--- config.mk ---
export PLATFORM = sky130hd
export DESIGN_NAME = regex_followpos_builder_core_flat
export DESIGN_NICKNAME = d
export VERILOG_FILES = /design/src/rtl/rfb_pkg.sv /design/src/rtl/rfb_if.sv /design/src/rtl/rfb_ram.sv /design/src/rtl/rfb_follow.sv /design/src/rtl/regex_followpos_builder_core.sv /design/src/flat_wrapper.sv
export SDC_FILE = /design/constraint.sdc
export NUM_CORES = 1
export LEC_CHECK = 0
export BUFFER_PORTS_ARGS = -buffer_cell sky130_fd_sc_hd__buf_4
export CAP_MARGIN = 20
export CORE_MARGIN = 1
export CORE_UTILIZATION = 50
export CTS_CLUSTER_SIZE = 25
export DETAILED_ROUTE_END_ITERATION = 8
export GPL_ROUTABILITY_DRIVEN = 0
export GPL_TIMING_DRIVEN = 0
export PLACE_DENSITY_LB_ADDON = 0.12
export SYNTH_ARGS = -nofsm -noshare
export SYNTH_HDL_FRONTEND = slang
export SYNTH_HIERARCHICAL = 1
export SYNTH_SLANG_ARGS = --single-unit
--- constraint.sdc ---
create_clock -name clk -period 10.65 [get_ports clk]
set_clock_uncertainty 0.2 [all_clocks]
set_input_delay 1.5975 -clock clk [delete_from_list [all_inputs] [get_ports clk]]
set_output_delay 1.5975 -clock clk [all_outputs]
set_load 0.02 [all_outputs]
--- src/rtl/rfb_pkg.sv ---
// Shared types and constants of the followpos builder.
// No dependencies; rfb_if, rfb_follow, the top level and the checker refer to it by scoped names.
`default_nettype none

package rfb_pkg;

  localparam int unsigned TYPE_W    = 2;
  localparam int unsigned SYM_W     = 8;
  localparam int unsigned POS_OUT_W = 5;
  localparam int unsigned SET_OUT_W = 16;
  localparam int unsigned ERR_W     = 3;

  typedef enum logic [TYPE_W-1:0] {
    REQ_LEAF = 2'd0,
    REQ_ALT  = 2'd1,
    REQ_CAT  = 2'd2,
    REQ_STAR = 2'd3
  } rfb_req_t;

  localparam logic [ERR_W-1:0] ERR_NONE      = 3'd0;
  localparam logic [ERR_W-1:0] ERR_UNDERFLOW = 3'd1;
  localparam logic [ERR_W-1:0] ERR_TOO_MANY  = 3'd2;
  localparam logic [ERR_W-1:0] ERR_OVERFLOW  = 3'd3;
  localparam logic [ERR_W-1:0] ERR_BAD_END   = 3'd4;

  // Sequencer to row-update unit
  typedef struct packed {
    logic start;
    logic clear;
  } rfb_fol_ctl_t;

  // Row-update unit to sequencer
  typedef struct packed {
    logic busy;
  } rfb_fol_sts_t;

endpackage

`default_nettype wire

--- src/rtl/rfb_if.sv ---
// Valid/ready channel interfaces for symbol input and row output.
// Depends on rfb_pkg for field widths.
`default_nettype none

interface rfb_in_if;
  logic                       valid;
  logic                       ready;
  logic [rfb_pkg::TYPE_W-1:0] req_type;
  logic [rfb_pkg::SYM_W-1:0]  symbol_char;
  logic                       end_of_expression;

  modport source (output valid, req_type, symbol_char, end_of_expression, input ready);
  modport sink   (input valid, req_type, symbol_char, end_of_expression, output ready);
endinterface

interface rfb_out_if;
  logic                          valid;
  logic                          ready;
  logic [rfb_pkg::POS_OUT_W-1:0] position;
  logic [rfb_pkg::SYM_W-1:0]     position_symbol;
  logic [rfb_pkg::SET_OUT_W-1:0] follow_set;
  logic                          root_nullable;
  logic [rfb_pkg::SET_OUT_W-1:0] root_firstpos;
  logic [rfb_pkg::SET_OUT_W-1:0] root_lastpos;
  logic [rfb_pkg::ERR_W-1:0]     error_code;
  logic                          last_row;

  modport source (output valid, position, position_symbol, follow_set, root_nullable,
                  root_firstpos, root_lastpos, error_code, last_row, input ready);
  modport sink   (input valid, position, position_symbol, follow_set, root_nullable,
                  root_firstpos, root_lastpos, error_code, last_row, output ready);
endinterface

`default_nettype wire

--- src/rtl/rfb_ram.sv ---
// Generic single-write, single-read RAM with registered read data.
// No dependencies.
`default_nettype none

module rfb_ram #(
  parameter int unsigned WIDTH = 8,
  parameter int unsigned DEPTH = 16,
  localparam int unsigned AW = $clog2(DEPTH)
) (
  input  wire logic             clk,
  input  wire logic             we,
  input  wire logic [AW-1:0]    waddr,
  input  wire logic [WIDTH-1:0] wdata,
  input  wire logic [AW-1:0]    raddr,
  output logic      [WIDTH-1:0] rdata_r
);

  logic [WIDTH-1:0] mem [DEPTH];

  always_ff @(posedge clk) begin
    if (we) begin
      mem[waddr] <= wdata;
    end
    rdata_r <= mem[raddr];
  end

endmodule

`default_nettype wire

--- src/rtl/rfb_follow.sv ---
// Followpos table and its row-update unit: scans all rows, one per cycle,
// and ORs a set into each row selected by a source set. Uses rfb_pkg, rfb_ram.
`default_nettype none

module rfb_follow #(
  parameter int unsigned MAX_POSITIONS = 16,
  localparam int unsigned KW = $clog2(MAX_POSITIONS)
) (
  input  wire logic                            clk,
  input  wire logic                            rst_n,
  input  wire rfb_pkg::rfb_fol_ctl_t           ctl,
  input  wire logic [MAX_POSITIONS-1:0]        from_set,
  input  wire logic [MAX_POSITIONS-1:0]        add_set,
  input  wire logic [KW-1:0]                   rd_addr,
  output logic      [rfb_pkg::SET_OUT_W-1:0]   rd_row,
  output rfb_pkg::rfb_fol_sts_t                sts
);

  localparam int unsigned MP = MAX_POSITIONS;

  logic          active_r, active_nxt;
  logic [KW-1:0] scan_k_r, scan_k_nxt;
  logic          pend_vld_r, pend_vld_nxt;
  logic          pend_en_r, pend_en_nxt;
  logic [KW-1:0] pend_k_r, pend_k_nxt;
  logic [MP-1:0] from_r, from_nxt;
  logic [MP-1:0] add_r, add_nxt;
  logic [MP-1:0] row_vld_r, row_vld_nxt;
  logic          rd_vld_r, rd_vld_nxt;

  logic          ram_we;
  logic [KW-1:0] ram_raddr;
  logic [MP-1:0] ram_wdata;
  logic [MP-1:0] ram_rdata;
  logic [MP+rfb_pkg::SET_OUT_W-1:0] row_wide;

  rfb_ram #(.WIDTH(MP), .DEPTH(MP)) u_rows (
    .clk    (clk),
    .we     (ram_we),
    .waddr  (pend_k_r),
    .wdata  (ram_wdata),
    .raddr  (ram_raddr),
    .rdata_r(ram_rdata)
  );

  assign ram_raddr = active_r ? scan_k_r : rd_addr;
  assign ram_we    = pend_vld_r & pend_en_r;
  // A row never written since the last clear reads as empty
  assign ram_wdata = (row_vld_r[pend_k_r] ? ram_rdata : '0) | add_r;

  always_comb begin
    active_nxt   = active_r;
    scan_k_nxt   = scan_k_r;
    from_nxt     = from_r;
    add_nxt      = add_r;
    row_vld_nxt  = row_vld_r;
    pend_vld_nxt = active_r;
    pend_en_nxt  = from_r[scan_k_r];
    pend_k_nxt   = scan_k_r;
    rd_vld_nxt   = row_vld_r[rd_addr];

    if (ctl.start) begin
      active_nxt = 1'b1;
      scan_k_nxt = '0;
      from_nxt   = from_set;
      add_nxt    = add_set;
    end else if (active_r) begin
      scan_k_nxt = scan_k_r + KW'(1);
      if (scan_k_r == KW'(MP - 1)) begin
        active_nxt = 1'b0;
      end
    end

    if (ctl.clear) begin
      row_vld_nxt = '0;
    end else if (ram_we) begin
      row_vld_nxt[pend_k_r] = 1'b1;
    end
  end

  always_ff @(posedge clk) begin
    if (!rst_n) begin
      active_r   <= 1'b0;
      pend_vld_r <= 1'b0;
      row_vld_r  <= '0;
      rd_vld_r   <= 1'b0;
    end else begin
      active_r   <= active_nxt;
      pend_vld_r <= pend_vld_nxt;
      row_vld_r  <= row_vld_nxt;
      rd_vld_r   <= rd_vld_nxt;
    end
    scan_k_r  <= scan_k_nxt;
    pend_en_r <= pend_en_nxt;
    pend_k_r  <= pend_k_nxt;
    from_r    <= from_nxt;
    add_r     <= add_nxt;
  end

  assign row_wide = {{rfb_pkg::SET_OUT_W{1'b0}}, (rd_vld_r ? ram_rdata : '0)};
  assign rd_row   = row_wide[rfb_pkg::SET_OUT_W-1:0];
  assign sts.busy = active_r | pend_vld_r;

endmodule

`default_nettype wire

--- src/rtl/regex_followpos_builder_core.sv ---
// Followpos builder top level: postfix symbol sequencer, operand stack and
// output rows. Uses rfb_pkg, rfb_if, rfb_ram and rfb_follow.
//
//   channel  dir  transfer carries
//   in_ch    in   one postfix symbol: req_type, symbol_char, end_of_expression
//   out_ch   out  one followpos row per position (single row when none)
//
// Leaf: S_LEAF, S_END. Alternation: S_TOP, S_SEC, S_END. Star: S_TOP, S_UPD,
// S_END; concatenation: S_TOP, S_SEC, S_UPD, S_END; the row-update unit walks
// every followpos row once, one row per cycle. Underflowed operator: S_END.
// End symbol: S_ROOT, then S_ROW_RD/LD/OUT per row, plus output stalls.
// rst_n is synchronous; the followpos table clears through per-row valid bits,
// so no clearing pass is needed. in_ch.ready is low while an item is worked on.
`default_nettype none

module regex_followpos_builder_core #(
  parameter int unsigned MAX_POSITIONS = 16,
  parameter int unsigned STACK_DEPTH   = 16
) (
  input wire logic    clk,
  input wire logic    rst_n,
  rfb_in_if.sink      in_ch,
  rfb_out_if.source   out_ch
);

  localparam int unsigned MP  = MAX_POSITIONS;
  localparam int unsigned SD  = STACK_DEPTH;
  localparam int unsigned EW  = 2 * MP + 1;
  localparam int unsigned KW  = $clog2(MP);
  localparam int unsigned PW  = $clog2(MP + 2);
  localparam int unsigned SAW = $clog2(SD);
  localparam int unsigned DW  = $clog2(SD + 1);
  localparam int unsigned OW  = rfb_pkg::SET_OUT_W;
  localparam int unsigned PO  = rfb_pkg::POS_OUT_W;

  typedef enum logic [3:0] {
    S_IDLE, S_LEAF, S_TOP, S_SEC, S_UPD, S_END, S_ROOT, S_ROW_RD, S_ROW_LD, S_ROW_OUT
  } state_t;

  state_t                     state_r, state_nxt;
  rfb_pkg::rfb_req_t          type_r, type_nxt;
  logic [rfb_pkg::SYM_W-1:0]  sym_r, sym_nxt;
  logic                       end_r, end_nxt;
  logic [DW-1:0]              depth_r, depth_nxt;
  logic [PW-1:0]              np_r, np_nxt;
  logic [rfb_pkg::ERR_W-1:0]  err_r, err_nxt;
  logic [EW-1:0]              top_r, top_nxt;
  logic [EW-1:0]              root_r, root_nxt;
  logic [KW-1:0]              row_k_r, row_k_nxt;

  logic                       out_valid_r, out_valid_nxt;
  logic [PO-1:0]              out_pos_r, out_pos_nxt;
  logic [rfb_pkg::SYM_W-1:0]  out_sym_r, out_sym_nxt;
  logic [OW-1:0]              out_fol_r, out_fol_nxt;
  logic                       out_null_r, out_null_nxt;
  logic [OW-1:0]              out_first_r, out_first_nxt;
  logic [OW-1:0]              out_lastp_r, out_lastp_nxt;
  logic [rfb_pkg::ERR_W-1:0]  out_err_r, out_err_nxt;
  logic                       out_last_row_r, out_last_row_nxt;

  logic                       stk_we;
  logic [SAW-1:0]             stk_waddr;
  logic [EW-1:0]              stk_wdata;
  logic [SAW-1:0]             stk_raddr;
  logic [EW-1:0]              stk_rdata;
  logic                       leaf_we;
  logic [KW-1:0]              leaf_waddr;
  logic [rfb_pkg::SYM_W-1:0]  leaf_rdata;

  rfb_pkg::rfb_fol_ctl_t      fol_ctl;
  rfb_pkg::rfb_fol_sts_t      fol_sts;
  logic [MP-1:0]              fol_from;
  logic [MP-1:0]              fol_add;
  logic [OW-1:0]              fol_row;

  logic [DW-1:0]              depth_m1;
  logic [DW-1:0]              depth_m2;
  logic [PW-1:0]              np_m1;
  logic [PW-1:0]              row_k_p1;
  logic [PW+PO-1:0]           pos_wide;
  logic [MP+OW-1:0]           first_wide;
  logic [MP+OW-1:0]           last_wide;
  logic [MP-1:0]              leaf_set;
  logic                       in_xfer;
  logic                       row_is_last;
  logic [rfb_pkg::ERR_W-1:0]  err_tmp;

  // Entry layout: {nullable, firstpos, lastpos}
  logic                       r_n, l_n;
  logic [MP-1:0]              r_f, r_l, l_f, l_l;

  function automatic logic [rfb_pkg::ERR_W-1:0] keep_first(
    input logic [rfb_pkg::ERR_W-1:0] cur,
    input logic [rfb_pkg::ERR_W-1:0] code
  );
    return (cur == rfb_pkg::ERR_NONE) ? code : cur;
  endfunction

  rfb_ram #(.WIDTH(EW), .DEPTH(SD)) u_stack (
    .clk    (clk),
    .we     (stk_we),
    .waddr  (stk_waddr),
    .wdata  (stk_wdata),
    .raddr  (stk_raddr),
    .rdata_r(stk_rdata)
  );

  rfb_ram #(.WIDTH(rfb_pkg::SYM_W), .DEPTH(MP)) u_leaf (
    .clk    (clk),
    .we     (leaf_we),
    .waddr  (leaf_waddr),
    .wdata  (sym_r),
    .raddr  (row_k_r),
    .rdata_r(leaf_rdata)
  );

  rfb_follow #(.MAX_POSITIONS(MP)) u_follow (
    .clk     (clk),
    .rst_n   (rst_n),
    .ctl     (fol_ctl),
    .from_set(fol_from),
    .add_set (fol_add),
    .rd_addr (row_k_r),
    .rd_row  (fol_row),
    .sts     (fol_sts)
  );

  assign in_xfer     = in_ch.valid & in_ch.ready;
  assign depth_m1    = depth_r - DW'(1);
  assign depth_m2    = depth_r - DW'(2);
  assign np_m1       = np_r - PW'(1);
  assign row_k_p1    = PW'(row_k_r) + PW'(1);
  assign pos_wide    = {{PO{1'b0}}, row_k_p1};
  assign first_wide  = {{OW{1'b0}}, root_r[2*MP-1:MP]};
  assign last_wide   = {{OW{1'b0}}, root_r[MP-1:0]};
  assign leaf_set    = {{(MP-1){1'b0}}, 1'b1} << np_m1[KW-1:0];
  assign row_is_last = (np_m1 == '0) || (row_k_p1 == np_m1);
  // The second operand is read while the top one arrives
  assign stk_raddr   = (state_r == S_TOP) ? depth_m2[SAW-1:0] : depth_m1[SAW-1:0];
  assign leaf_waddr  = np_m1[KW-1:0];

  assign r_n = top_r[EW-1];
  assign r_f = top_r[2*MP-1:MP];
  assign r_l = top_r[MP-1:0];
  assign l_n = stk_rdata[EW-1];
  assign l_f = stk_rdata[2*MP-1:MP];
  assign l_l = stk_rdata[MP-1:0];

  always_comb begin
    state_nxt        = state_r;
    type_nxt         = type_r;
    sym_nxt          = sym_r;
    end_nxt          = end_r;
    depth_nxt        = depth_r;
    np_nxt           = np_r;
    err_nxt          = err_r;
    top_nxt          = top_r;
    root_nxt         = root_r;
    row_k_nxt        = row_k_r;
    out_valid_nxt    = out_valid_r;
    out_pos_nxt      = out_pos_r;
    out_sym_nxt      = out_sym_r;
    out_fol_nxt      = out_fol_r;
    out_null_nxt     = out_null_r;
    out_first_nxt    = out_first_r;
    out_lastp_nxt    = out_lastp_r;
    out_err_nxt      = out_err_r;
    out_last_row_nxt = out_last_row_r;
    stk_we           = 1'b0;
    stk_waddr        = depth_m1[SAW-1:0];
    stk_wdata        = '0;
    leaf_we          = 1'b0;
    fol_ctl          = '0;
    fol_from         = '0;
    fol_add          = '0;
    err_tmp          = err_r;

    case (state_r)
      S_IDLE: begin
        if (in_xfer) begin
          type_nxt = rfb_pkg::rfb_req_t'(in_ch.req_type);
          sym_nxt  = in_ch.symbol_char;
          end_nxt  = in_ch.end_of_expression;
          case (rfb_pkg::rfb_req_t'(in_ch.req_type))
            rfb_pkg::REQ_LEAF: begin
              state_nxt = S_LEAF;
            end
            rfb_pkg::REQ_STAR: begin
              if (depth_r < DW'(1)) begin
                err_nxt   = keep_first(err_r, rfb_pkg::ERR_UNDERFLOW);
                state_nxt = S_END;
              end else begin
                state_nxt = S_TOP;
              end
            end
            default: begin
              if (depth_r < DW'(2)) begin
                err_nxt   = keep_first(err_r, rfb_pkg::ERR_UNDERFLOW);
                state_nxt = S_END;
              end else begin
                state_nxt = S_TOP;
              end
            end
          endcase
        end
      end

      S_LEAF: begin
        stk_waddr = depth_r[SAW-1:0];
        if (np_r <= PW'(MP)) begin
          leaf_we   = 1'b1;
          np_nxt    = np_r + PW'(1);
          stk_wdata = {1'b0, leaf_set, leaf_set};
        end else begin
          err_tmp   = keep_first(err_tmp, rfb_pkg::ERR_TOO_MANY);
        end
        if (depth_r >= DW'(SD)) begin
          err_tmp = keep_first(err_tmp, rfb_pkg::ERR_OVERFLOW);
        end else begin
          stk_we    = 1'b1;
          depth_nxt = depth_r + DW'(1);
        end
        err_nxt   = err_tmp;
        state_nxt = S_END;
      end

      S_TOP: begin
        top_nxt = stk_rdata;
        if (type_r == rfb_pkg::REQ_STAR) begin
          stk_we      = 1'b1;
          stk_wdata   = {1'b1, stk_rdata[2*MP-1:0]};
          fol_ctl.start = 1'b1;
          fol_from    = stk_rdata[MP-1:0];
          fol_add     = stk_rdata[2*MP-1:MP];
          state_nxt   = S_UPD;
        end else begin
          state_nxt = S_SEC;
        end
      end

      S_SEC: begin
        stk_waddr = depth_m2[SAW-1:0];
        stk_we    = 1'b1;
        depth_nxt = depth_m1;
        if (type_r == rfb_pkg::REQ_ALT) begin
          stk_wdata = {l_n | r_n, l_f | r_f, l_l | r_l};
          state_nxt = S_END;
        end else begin
          stk_wdata = {l_n & r_n, (l_n ? (l_f | r_f) : l_f), (r_n ? (l_l | r_l) : r_l)};
          fol_ctl.start = 1'b1;
          fol_from  = l_l;
          fol_add   = r_f;
          state_nxt = S_UPD;
        end
      end

      S_UPD: begin
        if (!fol_sts.busy) begin
          state_nxt = S_END;
        end
      end

      S_END: begin
        if (!end_r) begin
          state_nxt = S_IDLE;
        end else begin
          if (depth_r != DW'(1)) begin
            err_nxt = keep_first(err_r, rfb_pkg::ERR_BAD_END);
          end
          state_nxt = S_ROOT;
        end
      end

      S_ROOT: begin
        root_nxt  = (depth_r != '0) ? stk_rdata : '0;
        row_k_nxt = '0;
        state_nxt = S_ROW_RD;
      end

      S_ROW_RD: begin
        state_nxt = S_ROW_LD;
      end

      S_ROW_LD: begin
        if (np_m1 == '0) begin
          out_pos_nxt = '0;
          out_sym_nxt = '0;
          out_fol_nxt = '0;
        end else begin
          out_pos_nxt = pos_wide[PO-1:0];
          out_sym_nxt = leaf_rdata;
          out_fol_nxt = fol_row;
        end
        out_null_nxt     = root_r[EW-1];
        out_first_nxt    = first_wide[OW-1:0];
        out_lastp_nxt    = last_wide[OW-1:0];
        out_err_nxt      = err_r;
        out_last_row_nxt = row_is_last;
        out_valid_nxt    = 1'b1;
        state_nxt        = S_ROW_OUT;
      end

      S_ROW_OUT: begin
        if (out_ch.ready) begin
          out_valid_nxt = 1'b0;
          if (out_last_row_r) begin
            // Drop the whole expression state for the next one
            depth_nxt     = '0;
            np_nxt        = PW'(1);
            err_nxt       = rfb_pkg::ERR_NONE;
            fol_ctl.clear = 1'b1;
            state_nxt     = S_IDLE;
          end else begin
            row_k_nxt = row_k_r + KW'(1);
            state_nxt = S_ROW_RD;
          end
        end
      end

      default: begin
        state_nxt = S_IDLE;
      end
    endcase
  end

  always_ff @(posedge clk) begin
    if (!rst_n) begin
      state_r     <= S_IDLE;
      depth_r     <= '0;
      np_r        <= PW'(1);
      err_r       <= rfb_pkg::ERR_NONE;
      out_valid_r <= 1'b0;
    end else begin
      state_r     <= state_nxt;
      depth_r     <= depth_nxt;
      np_r        <= np_nxt;
      err_r       <= err_nxt;
      out_valid_r <= out_valid_nxt;
    end
    type_r         <= type_nxt;
    sym_r          <= sym_nxt;
    end_r          <= end_nxt;
    top_r          <= top_nxt;
    root_r         <= root_nxt;
    row_k_r        <= row_k_nxt;
    out_pos_r      <= out_pos_nxt;
    out_sym_r      <= out_sym_nxt;
    out_fol_r      <= out_fol_nxt;
    out_null_r     <= out_null_nxt;
    out_first_r    <= out_first_nxt;
    out_lastp_r    <= out_lastp_nxt;
    out_err_r      <= out_err_nxt;
    out_last_row_r <= out_last_row_nxt;
  end

  assign in_ch.ready            = (state_r == S_IDLE);
  assign out_ch.valid           = out_valid_r;
  assign out_ch.position        = out_pos_r;
  assign out_ch.position_symbol = out_sym_r;
  assign out_ch.follow_set      = out_fol_r;
  assign out_ch.root_nullable   = out_null_r;
  assign out_ch.root_firstpos   = out_first_r;
  assign out_ch.root_lastpos    = out_lastp_r;
  assign out_ch.error_code      = out_err_r;
  assign out_ch.last_row        = out_last_row_r;

endmodule

`default_nettype wire

--- src/flat_wrapper.sv ---
// flat-port wrapper written by rule: the top's interface ports become plain ports
module regex_followpos_builder_core_flat 
#(
  parameter int unsigned MAX_POSITIONS = 16,
  parameter int unsigned STACK_DEPTH   = 16
)
  (clk, rst_n, in_ch_valid, in_ch_req_type, in_ch_symbol_char, in_ch_end_of_expression, in_ch_ready, out_ch_valid, out_ch_position, out_ch_position_symbol, out_ch_follow_set, out_ch_root_nullable, out_ch_root_firstpos, out_ch_root_lastpos, out_ch_error_code, out_ch_last_row, out_ch_ready);
  rfb_in_if in_ch_i ();
  rfb_out_if out_ch_i ();
  input wire logic clk;
  input wire logic rst_n;
  input wire logic [$bits(in_ch_i.valid)-1:0] in_ch_valid;
  input wire logic [$bits(in_ch_i.req_type)-1:0] in_ch_req_type;
  input wire logic [$bits(in_ch_i.symbol_char)-1:0] in_ch_symbol_char;
  input wire logic [$bits(in_ch_i.end_of_expression)-1:0] in_ch_end_of_expression;
  output wire logic [$bits(in_ch_i.ready)-1:0] in_ch_ready;
  output wire logic [$bits(out_ch_i.valid)-1:0] out_ch_valid;
  output wire logic [$bits(out_ch_i.position)-1:0] out_ch_position;
  output wire logic [$bits(out_ch_i.position_symbol)-1:0] out_ch_position_symbol;
  output wire logic [$bits(out_ch_i.follow_set)-1:0] out_ch_follow_set;
  output wire logic [$bits(out_ch_i.root_nullable)-1:0] out_ch_root_nullable;
  output wire logic [$bits(out_ch_i.root_firstpos)-1:0] out_ch_root_firstpos;
  output wire logic [$bits(out_ch_i.root_lastpos)-1:0] out_ch_root_lastpos;
  output wire logic [$bits(out_ch_i.error_code)-1:0] out_ch_error_code;
  output wire logic [$bits(out_ch_i.last_row)-1:0] out_ch_last_row;
  input wire logic [$bits(out_ch_i.ready)-1:0] out_ch_ready;
  assign in_ch_i.valid = in_ch_valid;
  assign in_ch_i.req_type = in_ch_req_type;
  assign in_ch_i.symbol_char = in_ch_symbol_char;
  assign in_ch_i.end_of_expression = in_ch_end_of_expression;
  assign in_ch_ready = in_ch_i.ready;
  assign out_ch_valid = out_ch_i.valid;
  assign out_ch_position = out_ch_i.position;
  assign out_ch_position_symbol = out_ch_i.position_symbol;
  assign out_ch_follow_set = out_ch_i.follow_set;
  assign out_ch_root_nullable = out_ch_i.root_nullable;
  assign out_ch_root_firstpos = out_ch_i.root_firstpos;
  assign out_ch_root_lastpos = out_ch_i.root_lastpos;
  assign out_ch_error_code = out_ch_i.error_code;
  assign out_ch_last_row = out_ch_i.last_row;
  assign out_ch_i.ready = out_ch_ready;
  regex_followpos_builder_core #(.MAX_POSITIONS(MAX_POSITIONS), .STACK_DEPTH(STACK_DEPTH)) u_core (.clk(clk), .rst_n(rst_n), .in_ch(in_ch_i), .out_ch(out_ch_i));
endmodule
==> flow_summary.toml <==
[status]
status = "complete, no violations"

[final_layout]
fin_area_um2 = 53300
synthToLayoutAreaGrowth_pct = 15.5
antenna_cells = 0
final_common_cell = "edfxtp_1"
multiInputGateArea_um2 = 10600
fin_nets = 2683
drive_gt1_share_pct = 23.0
fillers = 6712
regArea_um2 = 34800
final_cell_mix = "1091 x edfxtp_1, 197 x mux4_2, 131 x nand2_1"

[cts]
clockBufferDepth = 3
clkLatencyLatePin_ns = 0.72
hold_buffers = 0
clk_pin_slew_ns = 0.06
root_buffer = "clkbuf_16"
postCtsSetupRepairBufs = 0
cts_max_level = 3
numCtsBuffers = 118
cts_sinks = 1194
cts_resized = 0
cts_tree = "yes"

[critical_path]
crit_path_end_kind = "register"
crit_buf_inv = 7
cp_max_fo = 17
arrival_ns = 5.32
crit_chain = "buf_2 > nor4b_4 > buf_6 > and3_1 > buf_2 > nor2_1 > clkbuf_1 > nand2_1 > or3b_2 > nor3_2 > buf_6 > buf_6 > buf_6"
cp-start-kind = "register"
r2r_slack_ns = 5.53
cp_top_family = "simple AND/OR/NAND/NOR gates"
cp_common_cell = "buf_6"
cpMaxStageDelayCell = "nor4b_4"
max_stage_delay_ns = 0.78
required_ns = 10.85
critPathKind = "register to register"

[drt]
firstDrtPassIters = 5
wl_per_cell_um = 26.6
postRouteAntennaNets = 0
viasPerCell = 5.94
drc = 0
first_iter_violations = 2246
routed_wl_mm = 105
vias = 23389

[synth]
yosys.area.top_type = "edfxtp_1"
synthAdderAreaFrac_pct = 0.461
syn_area_um2 = 46100
ys_seq_area_share_pct = 75.5
synthSimpleGateAreaFrac_pct = 5.00
synth_nets = 2411
synth-compound-area-share_pct = 4.41
synth_top_family_by_area = "multiplexers"
netlist.area_leader.share_pct = 71.0
synthMuxAreaShare_pct = 12.3
synth_edf_count = 1091
yosys_most_used_dff = "edfxtp_1"
synth_xor_area_share_pct = 0.399
avgSynthCellArea_um2 = 19.4
yosys-top-cells-area = "edfxtp_1 71%, mux4_2 9.6%, dfxtp_1 4.5%"
ys_ff_latch = 1194
synth-warning-count = 6
yosys.cell_types.count = 74
async_reset_ff_share_pct = 0
netlist_instances = 2379

[floorplanning]
die-area_um2 = 93400
dieWidth_um = 306
die_h_um = 306
coreArea_um2 = 91500
start_util_pct = 50.4
rows = 111
io_pins = 83

[grt]
grt_max_degree = 47
grt_pass1_wl_mm = 155
antenna_found_initial = 3
grtUsageTotal_pct = 22.7
grt_pass1_vias = 24062
grt_overflow = 0

[place]
dp_hpwl_mm = 71.5
dpl_cell_area_um2 = 49300
io_buffers = 82

[timing]
clock.fmax_mhz = 195
rsz0062_at_grt = "false"
tightestPinTransition_ns = 1.11
setup_violations = 0
drv_slew = 0
tns_ns = 0
fin_crit_sh_pct = 48.0
relSlewSlack_pct = 25.2
hold_viol = 0
finalCriticalPeriod_ns = 5.12

[pwr]
ir_worst_vdd_v = 0.000201
powerDensity_nw_per_um2 = 253
p_leak_nw = 17.4

[hold_path]
min_path_type = "register to register"

[job]
drv_cap = 0
-- where the power goes --
group,switching (W),internal (W),total (W)
sequential,0.000253,0.00571,0.00596
combinational,0.00208,0.00132,0.00340
clock,0.00170,0.00240,0.00410
-- state kept, by name (all words and copies together), names as in the netlist, 4 cells and up --
name	flops
u_core/u_follow/u_rows/mem	256
u_core/state_r	4
u_core/u_leaf/mem	128
u_core/sym_r	8
u_core/out_ch.position	5
u_core/u_follow/pend_k_r	4
u_core/u_follow/from_r	16
u_core/u_stack/rdata_r	33
u_core/u_follow/row_vld_r	16
u_core/u_follow/u_rows/rdata_r	16
u_core/u_follow/pend_k_nxt	4
u_core/out_ch.follow_set	16
u_core/root_r	33
u_core/row_k_r	4
u_core/u_follow/add_r	16
u_core/depth_r	5
u_core/top_r	33
u_core/out_ch.root_lastpos	16
u_core/out_ch.position_symbol	8
u_core/u_stack/mem	528
u_core/np_r	5
u_core/u_leaf/rdata_r	8
u_core/out_ch.root_firstpos	16
-- cells by family (layout without fill, tap and decap cells) --
kind of cell	count (synthesis)	count (layout)
flip-flops	1194	1194
AND/OR/NAND/NOR	460	460
AO/OA/AOI/OAI	283	283
multiplexers	252	252
buffers and inverters	152	526
XOR/XNOR	21	21
adder cells (fa/ha/maj)	17	17
-- per-stage QoR --
| step | instances | utilization, % | power (W) | setup slack [ns] | hold slack (ns) |
|---|---|---|---|---|---|
| after detailed placement | 3715 | 53.9 | 0.00946 | 5.49 | 0.135 |
| after global routing | 3939 | 58.2 | 0.0140 | 5.27 | 0.174 |
| after global placement | 3647 | 52.7 | 0.00928 | 0.629 | 0.135 |
| final | 3939 | 58.2 | 0.0135 | 5.53 | 0.156 |
| after floorplan | 2379 | - | 0.00817 | 4.49 | 0.129 |
| after CTS | 3937 | 58.2 | 0.0136 | 5.48 | 0.150 |
-- cells in the mapped netlist (all sizes together), types with 3 or more instances --
| library cell | count |
|---|---|
| a21boi | 4 |
| a21oi | 44 |
| a22o | 19 |
| a22oi | 128 |
| a311o | 16 |
| a311oi | 4 |
| a31oi | 7 |
| and2 | 40 |
| and3 | 5 |
| buf | 63 |
| clkbuf | 63 |
| clkdlybuf4s25 | 3 |
| dfxtp | 103 |
| edfxtp | 1091 |
| ha | 17 |
| inv | 22 |
| mux2 | 5 |
| mux2i | 7 |
| mux4 | 240 |
| nand2 | 131 |
| nand2b | 9 |
| nand3 | 46 |
| nand3b | 6 |
| nand4 | 3 |
| nor2 | 98 |
| nor2b | 68 |
| nor3 | 30 |
| nor4 | 3 |
| nor4b | 3 |
| o21a | 3 |
| o21ai | 27 |
| o22ai | 4 |
| o31ai | 4 |
| o32ai | 3 |
| or3b | 6 |
| xnor2 | 14 |
| xor2 | 7 |
-- layout make-up --
| cell class | instances | share of cell area (%) |
|---|---|---|
| buffer | 129 | 1.46 |
| clock buffer | 169 | 6.21 |
| clock inverter | 53 | 1.09 |
| inverter | 23 | 0.162 |
| multi-input combinational | 1033 | 19.9 |
| sequential | 1194 | 65.4 |
| tap | 1186 | 2.79 |
| timing repair buffer | 152 | 2.97 |
-- metal layers --
metal  GRT usage (%)  up-vias  wire length [um]
met5               0        -                13
met2            38.5      732             53200
li1                -    10243                 -
met3            2.85      150              5360
met4            7.29        2              2720
met1            30.8    12262             43500
-- worst paths after layout --
check,start,to,cells past startpoint
worst max-delay path,u_core/state_r[2],u_core/u_stack/mem[0][30],13
worst min register to register,u_core/u_follow/pend_k_nxt[2],u_core/u_follow/pend_k_r[2],0
worst min-delay path,u_core/u_follow/pend_k_nxt[2],u_core/u_follow/pend_k_r[2],0
worst max register to register,u_core/state_r[2],u_core/u_stack/mem[0][30],13
Note: power is estimated with default switching activity, not from simulation.
